**src/design/mesh_frame_tx_queue_controller_core_macros.svh**
```systemverilog
// assertion macros for the mesh transmit queue controller
// used by the top level; expects clk and rst_n in scope
`ifndef MESH_FRAME_TX_QUEUE_CONTROLLER_CORE_MACROS_SVH
`define MESH_FRAME_TX_QUEUE_CONTROLLER_CORE_MACROS_SVH

// same-cycle implication
`define MFTQ_ASSERT_IMP(label, ante, cons) \
    label: assert property (@(posedge clk) disable iff (!rst_n) (ante) |-> (cons)) \
        else $error("mftq assertion failed");

// next-cycle implication
`define MFTQ_ASSERT_NEXT(label, ante, cons) \
    label: assert property (@(posedge clk) disable iff (!rst_n) (ante) |=> (cons)) \
        else $error("mftq assertion failed");

`endif

```
**src/design/mftq_pkg.sv**
```systemverilog
// types, codes and helpers of the mesh transmit queue controller
// no dependencies
`default_nettype none

package mftq_pkg;

    localparam int QUEUE_DEPTH_DEFAULT = 8;
    localparam int CFG_DATA_W = 16;
    localparam int ACK_WAIT_RESET = 32;

    localparam logic [15:0] BCAST_ADDR = 16'hffff;
    localparam logic [15:0] FCF_BCAST  = 16'h8841;
    localparam logic [15:0] FCF_UCAST  = 16'h8861;

    typedef enum logic [2:0] {
        OP_ENQUEUE = 3'd0,
        OP_PHY_CONFIRM = 3'd1,
        OP_ACK = 3'd2,
        OP_TICK = 3'd3,
        OP_SERVICE = 3'd4
    } op_t;

    typedef enum logic [1:0] {
        EV_HEADER = 2'd0,
        EV_TX_REQ = 2'd1,
        EV_CONFIRMED = 2'd2,
        EV_REJECTED = 2'd3
    } event_t;

    typedef enum logic [2:0] {
        ST_SUCCESS = 3'd0,
        ST_CHAN_FAIL = 3'd1,
        ST_PHY_NO_ACK = 3'd2,
        ST_ERROR = 3'd3,
        ST_NET_NO_ACK = 3'd4
    } status_t;

    typedef enum logic [2:0] {
        PH_SEND = 3'd0,
        PH_WAIT_CONF = 3'd1,
        PH_SENT = 3'd2,
        PH_WAIT_ACK = 3'd3,
        PH_CONFIRM = 3'd4
    } phase_t;

    typedef enum logic {
        CFG_OWN_ADDRESS = 1'b0,
        CFG_ACK_WAIT = 1'b1
    } cfg_index_t;

    typedef enum logic [1:0] {
        CS_IDLE,
        CS_EXEC,
        CS_SETTLE,
        CS_SECOND
    } ctrl_state_t;

    typedef struct packed {
        logic [2:0]  operation;
        logic [7:0]  frame_handle;
        logic [15:0] next_hop_address;
        logic [15:0] network_source;
        logic        ack_request;
        logic [7:0]  network_sequence;
        logic [2:0]  radio_status;
        logic [7:0]  ack_sequence;
    } cmd_beat_t;

    typedef struct packed {
        logic [1:0]  event_kind;
        logic [7:0]  event_handle;
        logic [7:0]  mac_sequence;
        logic [15:0] frame_control;
        logic [2:0]  confirm_status;
        logic        last_result;
    } evt_beat_t;

    typedef struct packed {
        logic       awaited;
        logic [7:0] nseq;
        logic [7:0] handle;
    } entry_t;

    typedef struct packed {
        logic capture;
        logic exec;
        logic load_second;
    } ctl_t;

    typedef struct packed {
        logic exec_emits;
        logic exec_two;
        logic out_free;
        logic queue_empty;
    } sts_t;

    function automatic status_t map_radio(input logic [2:0] s);
        status_t r;
        if (s <= 3'd2) r = ST_SUCCESS;
        else if (s == 3'd3) r = ST_CHAN_FAIL;
        else if (s == 3'd5) r = ST_PHY_NO_ACK;
        else r = ST_ERROR;
        return r;
    endfunction

endpackage

`default_nettype wire

```
**src/design/mftq_ctrl.sv**
```systemverilog
// sequencing state machine of the mesh transmit queue controller
// depends on mftq_pkg
`default_nettype none

module mftq_ctrl (
    input  wire logic          clk,
    input  wire logic          rst_n,
    input  wire logic          cmd_valid,
    output logic               cmd_ready,
    input  wire mftq_pkg::sts_t sts,
    output mftq_pkg::ctl_t     ctl
);

    mftq_pkg::ctrl_state_t state_reg;
    mftq_pkg::ctrl_state_t state_next;

    always_ff @(posedge clk or negedge rst_n)
    begin
        if (!rst_n)
        begin
            state_reg <= mftq_pkg::CS_IDLE;
        end
        else
        begin
            state_reg <= state_next;
        end
    end

    always_comb
    begin
        state_next = state_reg;
        unique case (state_reg)
            mftq_pkg::CS_IDLE:
            begin
                if (cmd_valid)
                begin
                    state_next = mftq_pkg::CS_EXEC;
                end
            end
            mftq_pkg::CS_EXEC:
            begin
                if (!sts.exec_emits || sts.out_free)
                begin
                    state_next = sts.exec_two ? mftq_pkg::CS_SETTLE : mftq_pkg::CS_IDLE;
                end
            end
            mftq_pkg::CS_SETTLE:
            begin
                state_next = mftq_pkg::CS_SECOND;
            end
            mftq_pkg::CS_SECOND:
            begin
                if (sts.out_free)
                begin
                    state_next = mftq_pkg::CS_IDLE;
                end
            end
            default:
            begin
                state_next = mftq_pkg::CS_IDLE;
            end
        endcase
    end

    always_comb
    begin
        cmd_ready = 1'b0;
        ctl = '0;
        unique case (state_reg)
            mftq_pkg::CS_IDLE:
            begin
                cmd_ready = 1'b1;
                ctl.capture = cmd_valid;
            end
            mftq_pkg::CS_EXEC:
            begin
                ctl.exec = !sts.exec_emits || sts.out_free;
            end
            mftq_pkg::CS_SETTLE:
            begin
                ctl = '0;
            end
            mftq_pkg::CS_SECOND:
            begin
                ctl.load_second = sts.out_free;
            end
            default:
            begin
                ctl = '0;
            end
        endcase
    end

endmodule

`default_nettype wire

```
**src/design/mftq_datapath.sv**
```systemverilog
// queue memory, head tracking, counters and result register
// depends on mftq_pkg; driven by mftq_ctrl
`default_nettype none

module mftq_datapath #(
    parameter int QUEUE_DEPTH = mftq_pkg::QUEUE_DEPTH_DEFAULT
) (
    input  wire logic                           clk,
    input  wire logic                           rst_n,
    input  wire mftq_pkg::cmd_beat_t            cmd_beat,
    input  wire logic                           cfg_write,
    input  wire logic                           cfg_index,
    input  wire logic [mftq_pkg::CFG_DATA_W-1:0] cfg_data,
    input  wire logic                           evt_ready,
    output logic                                evt_valid,
    output mftq_pkg::evt_beat_t                 evt_beat,
    input  wire mftq_pkg::ctl_t                 ctl,
    output mftq_pkg::sts_t                      sts
);

    localparam int PTR_W = $clog2(QUEUE_DEPTH);
    localparam int CNT_W = $clog2(QUEUE_DEPTH + 1);
    localparam int SUM_W = CNT_W + 1;

    mftq_pkg::entry_t mem [QUEUE_DEPTH];
    mftq_pkg::entry_t rd_reg;

    mftq_pkg::cmd_beat_t cmd_reg;
    mftq_pkg::evt_beat_t evt_reg;
    logic                evt_valid_reg;

    logic [PTR_W-1:0]  rp_reg, rp_next;
    logic [CNT_W-1:0]  count_reg, count_next;
    mftq_pkg::phase_t  phase_reg, phase_next;
    mftq_pkg::status_t result_reg, result_next;
    logic [7:0]        cd_reg, cd_next;
    logic [7:0]        seq_reg, seq_next;
    logic [15:0]       own_addr_reg;
    logic [7:0]        ack_wait_reg;

    logic [SUM_W-1:0]    slot_sum;
    logic [PTR_W-1:0]    slot;
    logic                full, empty, mem_we;
    logic                emits, two;
    mftq_pkg::entry_t    new_entry;
    mftq_pkg::evt_beat_t beat1, beat2;

    assign full  = count_reg == CNT_W'(QUEUE_DEPTH);
    assign empty = count_reg == '0;

    assign slot_sum = SUM_W'(rp_reg) + SUM_W'(count_reg);
    assign slot = (slot_sum >= SUM_W'(QUEUE_DEPTH))
        ? PTR_W'(slot_sum - SUM_W'(QUEUE_DEPTH)) : PTR_W'(slot_sum);

    assign new_entry.handle  = cmd_reg.frame_handle;
    assign new_entry.nseq    = cmd_reg.network_sequence;
    assign new_entry.awaited = cmd_reg.ack_request
        && (cmd_reg.network_source == own_addr_reg);

    always_comb
    begin
        beat1 = '0;
        emits = 1'b0;
        two = 1'b0;
        mem_we = 1'b0;
        phase_next = phase_reg;
        result_next = result_reg;
        cd_next = cd_reg;
        seq_next = seq_reg;
        rp_next = rp_reg;
        count_next = count_reg;
        unique case (cmd_reg.operation)
            mftq_pkg::OP_ENQUEUE:
            begin
                emits = 1'b1;
                beat1.event_handle = cmd_reg.frame_handle;
                if (full)
                begin
                    beat1.event_kind = mftq_pkg::EV_REJECTED;
                end
                else
                begin
                    mem_we = 1'b1;
                    count_next = count_reg + 1'b1;
                    seq_next = seq_reg + 8'd1;
                    beat1.event_kind = mftq_pkg::EV_HEADER;
                    beat1.mac_sequence = seq_next;
                    beat1.frame_control = (cmd_reg.next_hop_address == mftq_pkg::BCAST_ADDR)
                        ? mftq_pkg::FCF_BCAST : mftq_pkg::FCF_UCAST;
                end
            end
            mftq_pkg::OP_PHY_CONFIRM:
            begin
                if (!empty && phase_reg == mftq_pkg::PH_WAIT_CONF)
                begin
                    result_next = mftq_pkg::map_radio(cmd_reg.radio_status);
                    phase_next = mftq_pkg::PH_SENT;
                end
            end
            mftq_pkg::OP_ACK:
            begin
                if (!empty && phase_reg == mftq_pkg::PH_WAIT_ACK
                    && rd_reg.nseq == cmd_reg.ack_sequence)
                begin
                    phase_next = mftq_pkg::PH_CONFIRM;
                end
            end
            mftq_pkg::OP_TICK:
            begin
                if (!empty && phase_reg == mftq_pkg::PH_WAIT_ACK)
                begin
                    cd_next = cd_reg - 8'd1;
                    if (cd_next == 8'd0)
                    begin
                        phase_next = mftq_pkg::PH_CONFIRM;
                        result_next = mftq_pkg::ST_NET_NO_ACK;
                    end
                end
            end
            mftq_pkg::OP_SERVICE:
            begin
                if (!empty)
                begin
                    unique case (phase_reg)
                        mftq_pkg::PH_SEND:
                        begin
                            emits = 1'b1;
                            beat1.event_kind = mftq_pkg::EV_TX_REQ;
                            beat1.event_handle = rd_reg.handle;
                            phase_next = mftq_pkg::PH_WAIT_CONF;
                        end
                        mftq_pkg::PH_SENT:
                        begin
                            if (result_reg == mftq_pkg::ST_SUCCESS && rd_reg.awaited)
                            begin
                                phase_next = mftq_pkg::PH_WAIT_ACK;
                                cd_next = ack_wait_reg;
                            end
                            else
                            begin
                                phase_next = mftq_pkg::PH_CONFIRM;
                            end
                        end
                        mftq_pkg::PH_CONFIRM:
                        begin
                            emits = 1'b1;
                            beat1.event_kind = mftq_pkg::EV_CONFIRMED;
                            beat1.event_handle = rd_reg.handle;
                            beat1.confirm_status = result_reg;
                            rp_next = (rp_reg == PTR_W'(QUEUE_DEPTH - 1))
                                ? '0 : rp_reg + 1'b1;
                            count_next = count_reg - 1'b1;
                            result_next = mftq_pkg::ST_SUCCESS;
                            if (count_reg != CNT_W'(1))
                            begin
                                two = 1'b1;
                                phase_next = mftq_pkg::PH_WAIT_CONF;
                            end
                            else
                            begin
                                phase_next = mftq_pkg::PH_SEND;
                            end
                        end
                        default:
                        begin
                            phase_next = phase_reg;
                        end
                    endcase
                end
            end
            default:
            begin
                emits = 1'b0;
            end
        endcase
        beat1.last_result = !two;
    end

    always_comb
    begin
        beat2 = '0;
        beat2.event_kind = mftq_pkg::EV_TX_REQ;
        beat2.event_handle = rd_reg.handle;
        beat2.last_result = 1'b1;
    end

    always_ff @(posedge clk)
    begin
        if (ctl.exec && mem_we)
        begin
            mem[slot] <= new_entry;
        end
        rd_reg <= mem[rp_reg];
    end

    always_ff @(posedge clk)
    begin
        if (ctl.capture)
        begin
            cmd_reg <= cmd_beat;
        end
        if (ctl.exec && emits)
        begin
            evt_reg <= beat1;
        end
        else if (ctl.load_second)
        begin
            evt_reg <= beat2;
        end
    end

    always_ff @(posedge clk or negedge rst_n)
    begin
        if (!rst_n)
        begin
            rp_reg <= '0;
            count_reg <= '0;
            phase_reg <= mftq_pkg::PH_SEND;
            result_reg <= mftq_pkg::ST_SUCCESS;
            cd_reg <= '0;
            seq_reg <= '0;
            evt_valid_reg <= 1'b0;
        end
        else
        begin
            if (ctl.exec)
            begin
                rp_reg <= rp_next;
                count_reg <= count_next;
                phase_reg <= phase_next;
                result_reg <= result_next;
                cd_reg <= cd_next;
                seq_reg <= seq_next;
            end
            if ((ctl.exec && emits) || ctl.load_second)
            begin
                evt_valid_reg <= 1'b1;
            end
            else if (evt_ready)
            begin
                evt_valid_reg <= 1'b0;
            end
        end
    end

    always_ff @(posedge clk or negedge rst_n)
    begin
        if (!rst_n)
        begin
            own_addr_reg <= '0;
            ack_wait_reg <= 8'(mftq_pkg::ACK_WAIT_RESET);
        end
        else if (cfg_write)
        begin
            unique case (cfg_index)
                mftq_pkg::CFG_OWN_ADDRESS: own_addr_reg <= cfg_data;
                mftq_pkg::CFG_ACK_WAIT:    ack_wait_reg <= cfg_data[7:0];
                default:                   own_addr_reg <= own_addr_reg;
            endcase
        end
    end

    assign evt_valid = evt_valid_reg;
    assign evt_beat  = evt_reg;

    assign sts.exec_emits  = emits;
    assign sts.exec_two    = two;
    assign sts.out_free    = !evt_valid_reg || evt_ready;
    assign sts.queue_empty = empty;

endmodule

`default_nettype wire

```
**src/design/mesh_frame_tx_queue_controller_core.sv**
```systemverilog
// Mesh transmit queue controller, top level.
// Commands (enqueue, phy confirm, ack, tick, service) enter on the cmd channel,
// events leave on the evt channel, both valid/ready; cfg writes own address
// (index 0) and ack wait ticks (index 1) with no handshake.
// One command is worked at a time: it is taken in the idle state and executed
// in the exec state, which holds while its event beat cannot enter the output
// register. A service pass that confirms the head and starts the next frame
// gives two beats; the second passes through the settle and second states
// because the new head is read from the queue memory through its read
// register, and waits there until the output register is free.
// Events go through one output register: the next command is accepted while
// an event beat waits, and execution holds only when it must produce a beat
// while the register is still full and not being taken.
// Reset empties the queue, zeroes the sequence counter, sets the head to send
// pending and the ack wait to 32 ticks. Queue entries are not cleared.
// Depends on mftq_pkg, mftq_ctrl, mftq_datapath and the assertion macro header.
`default_nettype none

`include "mesh_frame_tx_queue_controller_core_macros.svh"

module mesh_frame_tx_queue_controller_core #(
    parameter int QUEUE_DEPTH = mftq_pkg::QUEUE_DEPTH_DEFAULT
) (
    input  wire logic                            clk,
    input  wire logic                            rst_n,
    input  wire logic                            cmd_valid,
    output logic                                 cmd_ready,
    input  wire mftq_pkg::cmd_beat_t             cmd_beat,
    output logic                                 evt_valid,
    input  wire logic                            evt_ready,
    output mftq_pkg::evt_beat_t                  evt_beat,
    input  wire logic                            cfg_write,
    input  wire logic                            cfg_index,
    input  wire logic [mftq_pkg::CFG_DATA_W-1:0] cfg_data
);

    mftq_pkg::ctl_t ctl;
    mftq_pkg::sts_t sts;
    logic           second_beat_ok;

    mftq_ctrl u_ctrl (
        .clk       (clk),
        .rst_n     (rst_n),
        .cmd_valid (cmd_valid),
        .cmd_ready (cmd_ready),
        .sts       (sts),
        .ctl       (ctl)
    );

    mftq_datapath #(
        .QUEUE_DEPTH (QUEUE_DEPTH)
    ) u_datapath (
        .clk       (clk),
        .rst_n     (rst_n),
        .cmd_beat  (cmd_beat),
        .cfg_write (cfg_write),
        .cfg_index (cfg_index),
        .cfg_data  (cfg_data),
        .evt_ready (evt_ready),
        .evt_valid (evt_valid),
        .evt_beat  (evt_beat),
        .ctl       (ctl),
        .sts       (sts)
    );

    assign second_beat_ok = evt_valid && evt_beat.last_result
        && (evt_beat.event_kind == mftq_pkg::EV_TX_REQ);

    `MFTQ_ASSERT_NEXT(a_one_at_a_time, cmd_valid && cmd_ready, !cmd_ready)
    `MFTQ_ASSERT_IMP(a_second_has_head, ctl.load_second, !sts.queue_empty)
    `MFTQ_ASSERT_NEXT(a_second_is_tx, ctl.load_second, second_beat_ok)
    `MFTQ_ASSERT_IMP(a_two_emits, sts.exec_two, sts.exec_emits && !sts.queue_empty)

endmodule

`default_nettype wire

```
**config.mk**
```make
export PLATFORM = sky130hd
export DESIGN_NAME = mesh_frame_tx_queue_controller_core
export DESIGN_NICKNAME = d
export VERILOG_FILES = /design/src/design/mftq_pkg.sv /design/src/design/mftq_ctrl.sv /design/src/design/mftq_datapath.sv /design/src/design/mesh_frame_tx_queue_controller_core.sv
export VERILOG_INCLUDE_DIRS = /design/src /design/src/design
export SDC_FILE = /design/constraint.sdc
export NUM_CORES = 1
export LEC_CHECK = 0
export CORE_MARGIN = 3
export CORE_UTILIZATION = 35
export CTS_CLUSTER_SIZE = 24
export DETAILED_ROUTE_END_ITERATION = 6
export DONT_BUFFER_PORTS = 1
export GPL_TIMING_DRIVEN = 0
export PLACE_DENSITY = 0.55
export SLEW_MARGIN = 20
export SYNTH_ARGS = -nofsm -noshare
export SYNTH_HDL_FRONTEND = slang
export SYNTH_SLANG_ARGS = --single-unit
```
**constraint.sdc**
```tcl
create_clock -name clk -period 3.7 [get_ports clk]
set_input_delay 0.74 -clock clk [delete_from_list [all_inputs] [get_ports clk]]
set_output_delay 0.74 -clock clk [all_outputs]
set_load 0.01 [all_outputs]
```
==> metrics.md, run 1 <==
| Metric | Value |
|---|---|
| Die Area | `0.0358 mm2` |
| Total detailed-routing wirelength | `24.6 mm` |
| Post-synth ARST share | `0.189` |
| Detailed Place HPWL | `16.4 mm` |
| Post-Synth Simple-Gate Area | `0.0631` |
| Clock tree from TritonCTS | `built` |
| Commonest cells in the netlist | `sky130_fd_sc_hd__edfxtp_1 (223), sky130_fd_sc_hd__dfrtp_1 (55), sky130_fd_sc_hd__mux2_2 (52), sky130_fd_sc_hd__mux4_2 (34), sky130_fd_sc_hd__xnor2_1 (30)` |
| Share of cell area taken by muxes after synthesis | `0.122` |
| Total power divided by cell area | `675 mW/mm2` |
| Number of buffers inserted by hold repair at cts | `2` |
| DR pass1 iterations | `5` |
| Skew final | `0.00892 ns` |
| Path type of the worst setup path | `register to register` |
| Boundary Pins | `125` |
| Number of buffers inserted to repair setup after CTS | `0` |
| Share of the synthesized area in the top cell type | `0.570` |
| Required @ worst endpoint | `3.95 ns` |
| Share of the yosys chip area belonging to registers | `0.719` |
| Area added between synthesis and finish | `16.3%` |
| Width of the die | `189 um` |
| Post-synthesis instance area | `0.0117 mm2` |
| GRT overflow | `0` |
| Antenna cell count | `0` |
| Endpoint class of the critical path | `register` |
| Quantity of gates resized following cts | `0` |
| Portion of the clock cycle consumed by the worst path in the final layout | `0.896` |
| Number of rows created at floorplan | `66` |
| Largest net degree at the start of global routing | `56` |
| Time the worst path needs with I/O delays and setup | `3.32 ns` |
| Root buf cell | `sky130_fd_sc_hd__clkbuf_16` |
| Leading cell type by number of instances after synthesis | `sky130_fd_sc_hd__edfxtp_1` |
| Initial antenna violation count | `0` |
| Max-capacitance violation count | `0` |
| Worst Path Arrival | `3.57 ns` |
| Final Slew Violations | `0` |
| Total setup violations reported at the end of the flow | `0` |
| Via density | `4.92` |
| CTS HTree Levels | `1` |
| Critical R2R Launch | `u_datapath.count_reg[0]` |
| Largest family of logic cells by synthesized area | `multiplexers` |
| Maximum ir drop on the vdd rail | `351 uV` |
| Number of buffers added by the clock tree synthesis step | `31` |
| Synthesis-stage register bit count | `296` |
| Worst skew pair latency | `0.56 ns` |
| Number of warnings issued by yosys | `0` |
| Number of standard cells after synthesis | `668` |
| Total number of vias | `5878` |
| Dominant cell type by area after synthesis | `sky130_fd_sc_hd__edfxtp_1` |
| # nets final | `822` |
| Average wire per cell in the routed design | `20.6 um` |
| Starting DRT DRC Count | `356` |
| Max-slew headroom | `0.413` |
| Maximum fanout encountered on the critical timing path | `10` |
| Floorplan core area | `0.0328 mm2` |
| Setup repair after global routing missed its margin | `no` |
| LEAKAGE | `4.70 nW` |
| DRC errors left | `0` |
| TritonCTS sink count | `296` |
| Hold Slack | `0.0557 ns` |
| Compound-cell area share of the yosys netlist | `0.0296` |
| Max reg flops | `136` |
| Number of port buffers | `0` |
| Area share of fa/ha/maj cells after synthesis | `0.0113` |
| Status | `complete, no violations` |
| Synthesized-area fraction occupied by xor and xnor cells | `0.0343` |
| Filler cells | `2906` |
| Dominant synthesized flop cell | `sky130_fd_sc_hd__edfxtp_1` |
| Share of post-route cells with drive strength above 1 | `0.270` |
| Synth Area per Inst | `17.6 um2` |
| Via count of the first global-routing pass | `6187` |
| Post-synth EDFFs | `223` |
| GR Util All Layers | `0.137` |
| Clock slew at reported path FFs | `0.06 ns` |
| Kind of path behind the tightest hold check | `primary input to asynchronous set/reset pin` |
| Launch point of the worst path | `u_datapath.count_reg[0]` |
| Number of hold violations in the final report | `0` |
| Crit path launch type | `register` |
| Worst-Margin Slew | `0.874 ns` |
| Distinct cell type count of the synthesized netlist | `68` |
| Most area-consuming cells after synthesis | `sky130_fd_sc_hd__edfxtp_1 (57%), sky130_fd_sc_hd__dfrtp_1 (12%), sky130_fd_sc_hd__mux4_2 (6.5%)` |
| Initial Utilization | `0.358` |
| Placer's final routability congestion estimate | `0.816` |
| First-pass GRT wire length | `37.6 mm` |
| Final ANT Viol Nets | `0` |
| Die Y | `189 um` |
| Final total power | `9.21 mW` |
| Max frequency | `302 MHz` |
| Number of buffers on the longest clock path | `3` |
final cells by class:
| cell class | instances | area, um2 | share of cell area |
|---|---|---|---|
| Sequential cell | 296 | 8440 | 0.618 |
| Multi-Input combinational cell | 338 | 3170 | 0.232 |
| Clock buffer | 37 | 818 | 0.0599 |
| Tap cell | 442 | 553 | 0.0405 |
| Clock inverter | 21 | 246 | 0.0181 |
| Buffer | 34 | 203 | 0.0148 |
| Timing Repair Buffer | 16 | 189 | 0.0138 |
| Inverter | 10 | 37.5 | 0.00275 |
worst max-delay path, cell delays in order (launching register included):
cell and delay [ns]:
sky130_fd_sc_hd__dfrtp_1 0.44, sky130_fd_sc_hd__inv_1 0.10, sky130_fd_sc_hd__ha_1 0.25, sky130_fd_sc_hd__and3b_1 0.22, sky130_fd_sc_hd__nand4b_1 0.43, sky130_fd_sc_hd__clkbuf_1 0.42, sky130_fd_sc_hd__nor4_2 0.61, sky130_fd_sc_hd__buf_2 0.32
sky130_fd_sc_hd__buf_2 0.24
placed cells by master, fill, tap and decap left out, drive strengths merged, types with 11 or more instances in the layout:
cell / count
xnor2: 30
mux2: 55
inv: 11
dfxtp: 17
xor2: 16
edfxtp: 223
dfrtp: 55
nor2: 30
clkinv: 12
nand3: 12
nand2: 23
clkbuf: 50
buf: 36
mux4: 34
nor3: 12
conb: 11
metrics by stage:
step	setup WS [ns]	area (um2)	utilization	instances	TNS, ns
after floorplan	0.112	11800	-	678	0
after global placement	-2.49	12300	0.376	1120	-128.80
after detailed placement	0.359	12600	0.383	1134	0
after CTS	0.346	13700	0.417	1194	0
after global routing	0.133	13700	0.417	1194	0
final	0.384	13700	0.417	1194	0
power breakdown:
group          internal, mW  total (mW)  switching (mW)
combinational         0.704        1.57           0.866
clock                  1.93        3.21            1.28
sequential             4.10        4.43           0.331
total                  6.73        9.21            2.48
per-layer routing:
metal / track usage / vias to the layer above / routed length, um
met3: 0.0274 / 43 / 1270
met5: 0 / - / 0
met4: 0.0338 / 0 / 560
met2: 0.221 / 179 / 11700
li1: - / 2680 / -
met1: 0.191 / 2976 / 11100
final timing paths:
kind / to / slack [ns] / cells after the start
worst min register to register: u_datapath.seq_reg[7] / 0.49 / 1
worst min-delay path: u_datapath.ack_wait_reg[6] / 0.06 / 1
max in group asynchronous: u_datapath.ack_wait_reg[5] / 2.99 / 1
worst max-delay path: u_datapath.mem[0][4] / 0.38 / 8
worst max register to register: u_datapath.mem[0][4] / 0.38 / 8
min in group clk: u_datapath.cmd_reg[17] / 0.28 / 0
cell families (layout without fill, tap and decap cells):
kind of cell / count (synthesis) / after routing
flops: 296 / 296
simple gates: 133 / 133
mux: 94 / 94
xor+xnor: 46 / 46
compound gates: 44 / 44
buf+inv: 44 / 118
fa+ha+maj: 10 / 10
other cells: 1 / 11
Note: power is estimated with default switching activity, not from simulation.
==> run 2: changes to the inputs <==
--- a/config.mk
+++ b/config.mk
@@ -6,13 +6,14 @@
 export SDC_FILE = /design/constraint.sdc
 export NUM_CORES = 1
 export LEC_CHECK = 0
+export CORE_ASPECT_RATIO = 0.9
 export CORE_MARGIN = 3
 export CORE_UTILIZATION = 35
 export CTS_CLUSTER_SIZE = 24
 export DETAILED_ROUTE_END_ITERATION = 6
 export DONT_BUFFER_PORTS = 1
 export GPL_TIMING_DRIVEN = 0
-export PLACE_DENSITY = 0.55
+export PLACE_DENSITY = 0.53
 export SLEW_MARGIN = 20
 export SYNTH_ARGS = -nofsm -noshare
 export SYNTH_HDL_FRONTEND = slang
==> constraint.sdc (replaced) <==
create_clock -name clk -period 3.74 [get_ports clk]
set_input_delay 0.748 -clock clk [delete_from_list [all_inputs] [get_ports clk]]
set_output_delay 0.748 -clock clk [all_outputs]
set_load 0.01 [all_outputs]
==> metrics.md, run 2 (same netlist as run 1, synthesis figures left out) <==
| Metric | Value |
|---|---|
| Status | `complete, no violations` |
| Total setup violations reported at the end of the flow | `0` |
| Antenna cell count | `0` |
| Share of total power consumed by net switching | `0.269` |
| Number of buffers on the longest clock path | `3` |
| Total detailed-routing wirelength | `24.4 mm` |
| Max-capacitance violation count | `0` |
| # nets final | `823` |
| Number of buffers added by the clock tree synthesis step | `30` |
| Crit path launch type | `register` |
| TritonCTS sink count | `296` |
| Final Slew Violations | `0` |
| Floorplan core area | `0.0325 mm2` |
| Required @ worst endpoint | `3.99 ns` |
| Max frequency | `304 MHz` |
| Met2 track demand over resource | `0.219` |
| Share of post-route cells with drive strength above 1 | `0.265` |
| Largest net degree at the start of global routing | `56` |
| Number of hold violations in the final report | `0` |
| Number of rows created at floorplan | `62` |
| CTS HTree Levels | `1` |
| Number of non-filler instances in the completed layout | `1168` |
| DRC errors left | `0` |
| Critical path depth in cells | `9` |
| Max reg flops | `136` |
| Via density | `5.05` |
| Buf/Inv on CP | `5` |
| Register share of total power | `0.487` |
| Portion of the clock cycle consumed by the worst path in the final layout | `0.880` |
| Average wire per cell in the routed design | `20.9 um` |
| LEAKAGE | `4.68 nW` |
| Die Area | `0.0358 mm2` |
| Path type of the worst setup path | `register to register` |
| Worst skew pair latency | `0.56 ns` |
| Skew final | `0.00881 ns` |
| Worst-Margin Slew | `0.997 ns` |
| Clock network power share | `0.339` |
| Detailed Place HPWL | `16.3 mm` |
| Routing usage on met3 | `0.0316` |
| Max-slew headroom | `0.330` |
| Final total power | `9.01 mW` |
| Cell type group with the largest total delay on the critical path | `buffers and inverters` |
| Kind of path behind the tightest hold check | `primary input to asynchronous set/reset pin` |
| Most common library cell in the layout ignoring fill and taps | `sky130_fd_sc_hd__edfxtp_1` |
| Power spent charging and discharging nets | `2.43 mW` |
| First-pass GRT wire length | `37.9 mm` |
| Final ANT Viol Nets | `0` |
| Starting DRT DRC Count | `356` |
| Routing usage on met1 | `0.190` |
| Final design area excluding fillers | `0.0136 mm2` |
| Most frequent cells in the layout | `sky130_fd_sc_hd__edfxtp_1 (223), sky130_fd_sc_hd__dfrtp_1 (55), sky130_fd_sc_hd__mux2_2 (52)` |
| Maximum ir drop on the vdd rail | `453 uV` |
| Initial Utilization | `0.361` |
| Flop-to-flop setup slack | `0.45 ns` |
| Setup Slack @ Placement | `0.201 ns` |
| Area after detailed placement | `0.0125 mm2` |
| Clock slew at reported path FFs | `0.06 ns` |
| # placed instances | `1110` |
| Die Y | `180 um` |
| Placer's final routability congestion estimate | `0.843` |
| DR pass1 iterations | `5` |
| Maximum fanout encountered on the critical timing path | `10` |
| Critical path's slowest cell | `sky130_fd_sc_hd__nor4_4` |
| Endpoint class of the critical path | `register` |
| Total number of vias | `5901` |
| Grt peak-use layer | `met2` |
| Via count of the first global-routing pass | `6237` |
| Number of port buffers | `0` |
| Cell internal power dissipation | `6.58 mW` |
| Width of the die | `199 um` |
| Initial antenna violation count | `2` |
| Worst Path Arrival | `3.55 ns` |
| Root buf cell | `sky130_fd_sc_hd__clkbuf_16` |
| Clock tree from TritonCTS | `built` |
| GR Util All Layers | `0.137` |
| GRT overflow | `0` |
| Setup repair after global routing missed its margin | `no` |
| Worst Reg2Reg Path Length in Cells | `9` |
| Area added between synthesis and finish | `15.7%` |
| Boundary Pins | `125` |
| Time the worst path needs with I/O delays and setup | `3.29 ns` |
| Relative contribution of combinational cells to total power | `0.174` |
| Maximum single-stage delay on the critical path | `0.45 ns` |
| Cell with the most instances on the worst path | `sky130_fd_sc_hd__buf_2` |
| Worst path setup slack after routing | `0.447 ns` |
| Total power divided by cell area | `663 mW/mm2` |
| Critical Path, Cell by Cell | `inv_1, ha_1, and3b_1, nand4b_1, clkbuf_1, nor4_4, buf_4, buf_2, buf_2` |
## run 2: cell count changes in the layout (fill, tap and decap cells not counted), sizes merged
cell	change
buf	+2
bufinv	-1
clkbuf	+2
clkinv	-3
## run 2: cell type report
class                      instances  area [um2]
fill                            2854       18900
sequential                       296        8440
multi-input combinational        338        3180
clock buffer                      39         826
tap                              416         520
buffer                            34         203
timing repair buffer              18         193
clock inverter                    17         191
inverter                          10        37.5
## run 2: worst paths after layout
path                                              start                    endpoint
worst max-delay path            u_datapath.count_reg[0]       u_datapath.mem[0][10]
worst min-delay path                              rst_n     u_datapath.phase_reg[2]
worst max register to register  u_datapath.count_reg[0]       u_datapath.mem[0][10]
worst min register to register    u_datapath.seq_reg[7]       u_datapath.seq_reg[7]
max in group asynchronous                         rst_n  u_datapath.ack_wait_reg[5]
min in group clk                           cmd_beat[55]      u_datapath.cmd_reg[55]
## run 2: power by group through the flow
stage | Clock [mW] | Sequential, mW | Combinational, mW
after floorplan | 0 | 4.35 | 1.15
final | 3.05 | 4.39 | 1.57
after global placement | 0 | 4.46 | 1.41
after global routing | 3.29 | 4.44 | 1.74
after detailed placement | 0 | 4.46 | 1.55
after CTS | 3.15 | 4.40 | 1.57
## run 2: metal layers
layer | wire length [um] | part of all wire
met5 | 34 | 0.0014
met4 | 596 | 0.024
met3 | 1340 | 0.055
met2 | 11500 | 0.47
met1 | 11000 | 0.45
## run 2: what timing repair did
| item | 4_1_cts | 5_1_grt |
|---|---|---|
| resized for setup | 0 | 1 |
| endpoints found under the hold margin | 55 | 0 |
| setup buffers | 0 | 0 |
| hold buffers | 2 | 0 |
| setup endpoints to repair | 0 | 5 |
## run 2: metrics by stage
step | utilization | hold WS [ns] | TNS, ns
2_1_floorplan | - | 0.452 | 0
3_3_place_gp | 0.378 | 0.458 | -120.02
3_5_place_dp | 0.385 | 0.456 | 0
4_1_cts | 0.418 | 0.0406 | 0
5_1_grt | 0.418 | 0.0397 | 0
6_report | 0.418 | 0.0403 | 0
==> run 3: changes to the inputs <==
==> constraint.sdc (replaced) <==
create_clock -name clk -period 4 [get_ports clk]
set_input_delay 0.8 -clock clk [delete_from_list [all_inputs] [get_ports clk]]
set_output_delay 0.8 -clock clk [all_outputs]
set_load 0.01 [all_outputs]
==> metrics.md, run 3 (same netlist as run 1, synthesis figures left out) <==
| Metric | Value |
|---|---|
| Status | `complete, no violations` |
| Width of the die | `199 um` |
| Die Y | `180 um` |
| GRT overflow | `0` |
| Setup repair after global routing missed its margin | `no` |
| Cell with the most instances on the worst path | `sky130_fd_sc_hd__buf_2` |
| Kind of path behind the tightest hold check | `primary input to asynchronous set/reset pin` |
| Share of post-route cells with drive strength above 1 | `0.265` |
| Critical Path, Cell by Cell | `inv_1, ha_1, and3b_1, nand4b_1, clkbuf_1, nor4_2, buf_4, buf_2, buf_2` |
| Clock tree from TritonCTS | `built` |
| TritonCTS sink count | `296` |
| Endpoint class of the critical path | `register` |
| DRC errors left | `0` |
| Clock slew at reported path FFs | `0.06 ns` |
| Die Area | `0.0358 mm2` |
| Number of buffers inserted to repair setup after CTS | `0` |
| Fraction of the core area covered by cells at the end of the flow | `0.417` |
| CTS HTree Levels | `1` |
| First-pass GRT wire length | `37.8 mm` |
| Crit path launch type | `register` |
| Average wire per cell in the routed design | `20.9 um` |
| Area after detailed placement | `0.0125 mm2` |
| Max-slew headroom | `0.341` |
| Final Slew Violations | `0` |
| Number of rows created at floorplan | `62` |
| Placer's final routability congestion estimate | `0.843` |
| Cell type group with the largest total delay on the critical path | `simple AND/OR/NAND/NOR gates` |
| Starting DRT DRC Count | `364` |
| Most common library cell in the layout ignoring fill and taps | `sky130_fd_sc_hd__edfxtp_1` |
| Number of port buffers | `0` |
| Reg-to-reg endpoint | `u_datapath.mem[0][10]` |
| Maximum fanout encountered on the critical timing path | `10` |
| Filler cells | `2855` |
| Total detailed-routing wirelength | `24.4 mm` |
| Worst Reg2Reg Path Length in Cells | `9` |
| Worst skew pair latency | `0.56 ns` |
| Max frequency | `285 MHz` |
| Critical path's slowest cell | `sky130_fd_sc_hd__nor4_2` |
| Number of non-filler instances in the completed layout | `1167` |
| Boundary Pins | `125` |
| Worst-Margin Slew | `0.980 ns` |
| Area added between synthesis and finish | `15.6%` |
| # placed instances | `1110` |
| Detailed Place HPWL | `16.3 mm` |
| Total power divided by cell area | `620 mW/mm2` |
| Flop-to-flop setup slack | `0.49 ns` |
| Via density | `5.05` |
| Largest net degree at the start of global routing | `56` |
| Required @ worst endpoint | `4.25 ns` |
| Initial antenna violation count | `2` |
| Time the worst path needs with I/O delays and setup | `3.51 ns` |
| Final ANT Viol Nets | `0` |
| Max reg flops | `136` |
| Root buf cell | `sky130_fd_sc_hd__clkbuf_16` |
| Floorplan core area | `0.0325 mm2` |
| Worst Path Arrival | `3.77 ns` |
| # nets final | `822` |
| Critical R2R Launch | `u_datapath.count_reg[0]` |
| Initial Utilization | `0.361` |
| Most frequent cells in the layout | `sky130_fd_sc_hd__edfxtp_1 (223), sky130_fd_sc_hd__dfrtp_1 (55), sky130_fd_sc_hd__mux2_2 (52)` |
| Number of buffers on the longest clock path | `3` |
| Total setup violations reported at the end of the flow | `0` |
| GR Util All Layers | `0.137` |
| Number of buffers added by the clock tree synthesis step | `30` |
| LEAKAGE | `4.67 nW` |
| Max-capacitance violation count | `0` |
| Buf/Inv on CP | `5` |
| Maximum single-stage delay on the critical path | `0.63 ns` |
| Final design area excluding fillers | `0.0136 mm2` |
| Via count of the first global-routing pass | `6227` |
| Path type of the worst setup path | `register to register` |
| Total Negative Setup Slacks | `0 ns` |
| Antenna cell count | `0` |
| Skew final | `0.00929 ns` |
| Number of hold violations in the final report | `0` |
| Total number of vias | `5897` |
| Maximum ir drop on the vdd rail | `423 uV` |
| Portion of the clock cycle consumed by the worst path in the final layout | `0.879` |
| DR pass1 iterations | `5` |
-- run 3: cell types whose count changed in the layout (fill, tap and decap cells not counted) --
cell / delta
sky130_fd_sc_hd__nor4_4: -1
sky130_fd_sc_hd__nor4_2: +1
sky130_fd_sc_hd__dlygate4sd3_1: -1
-- run 3: metrics by stage --
stage | setup slack [ns] | hold WS [ns] | power, mW
CTS | 0.429 | 0.0469 | 8.53
floorplan | 0.383 | 0.461 | 5.15
detailed placement | 0.461 | 0.482 | 5.62
global route | 0.231 | 0.0454 | 8.85
global placement | -2.07 | 0.476 | 5.49
finish | 0.485 | 0.0859 | 8.41
-- run 3: what timing repair did --
item,in CTS,in global routing
hold endpoints to repair,55,0
hold buffers,1,0
gates resized for setup,0,0
-- run 3: cell type report --
| class | instances | area, um2 | area share |
|---|---|---|---|
| Inverter | 10 | 37.5 | 0.00277 |
| Buffer | 34 | 203 | 0.0149 |
| Clock buffer | 39 | 826 | 0.0609 |
| Timing Repair Buffer | 17 | 183 | 0.0135 |
| Sequential cell | 296 | 8440 | 0.622 |
| Tap cell | 416 | 520 | 0.0384 |
| Clock inverter | 17 | 191 | 0.0141 |
| Multi-Input combinational cell | 338 | 3170 | 0.234 |
-- run 3: worst max-delay path by stage --
stage	from	endpoint	cells past startpoint
floorplan	evt_ready	u_datapath.mem[0][0]	4
global placement	u_datapath.count_reg[0]	u_datapath.mem[4][8]	6
detailed placement	u_datapath.count_reg[0]	u_datapath.mem[0][12]	9
CTS	u_datapath.count_reg[0]	u_datapath.mem[0][10]	9
global route	u_datapath.count_reg[1]	u_datapath.mem[0][11]	9
finish	u_datapath.count_reg[0]	u_datapath.mem[0][10]	9
-- run 3: metal layers --
metal	wire length [um]	GRT usage	up-vias
met5	40	0	-
met4	551	0.0365	4
met3	1330	0.0316	46
met2	11500	0.218	191
met1	10900	0.190	2991
li1	-	-	2665
-- run 3: worst reg2reg max path, cell delays in order, from the launching register on --
cell	delay (ns)
sky130_fd_sc_hd__dfrtp_1	0.45
sky130_fd_sc_hd__inv_1	0.11
sky130_fd_sc_hd__ha_1	0.25
sky130_fd_sc_hd__and3b_1	0.22
sky130_fd_sc_hd__nand4b_1	0.43
sky130_fd_sc_hd__clkbuf_1	0.40
sky130_fd_sc_hd__nor4_2	0.63
sky130_fd_sc_hd__buf_4	0.28
sky130_fd_sc_hd__buf_2	0.22
sky130_fd_sc_hd__buf_2	0.23
-- run 3: power by group --
group	internal, mW	total [mW]	switching (mW)	leakage, nW
combinational	0.651	1.45	0.803	1.31
sequential	3.79	4.10	0.313	2.87
clock	1.71	2.85	1.14	0.491
total	6.15	8.41	2.26	4.67
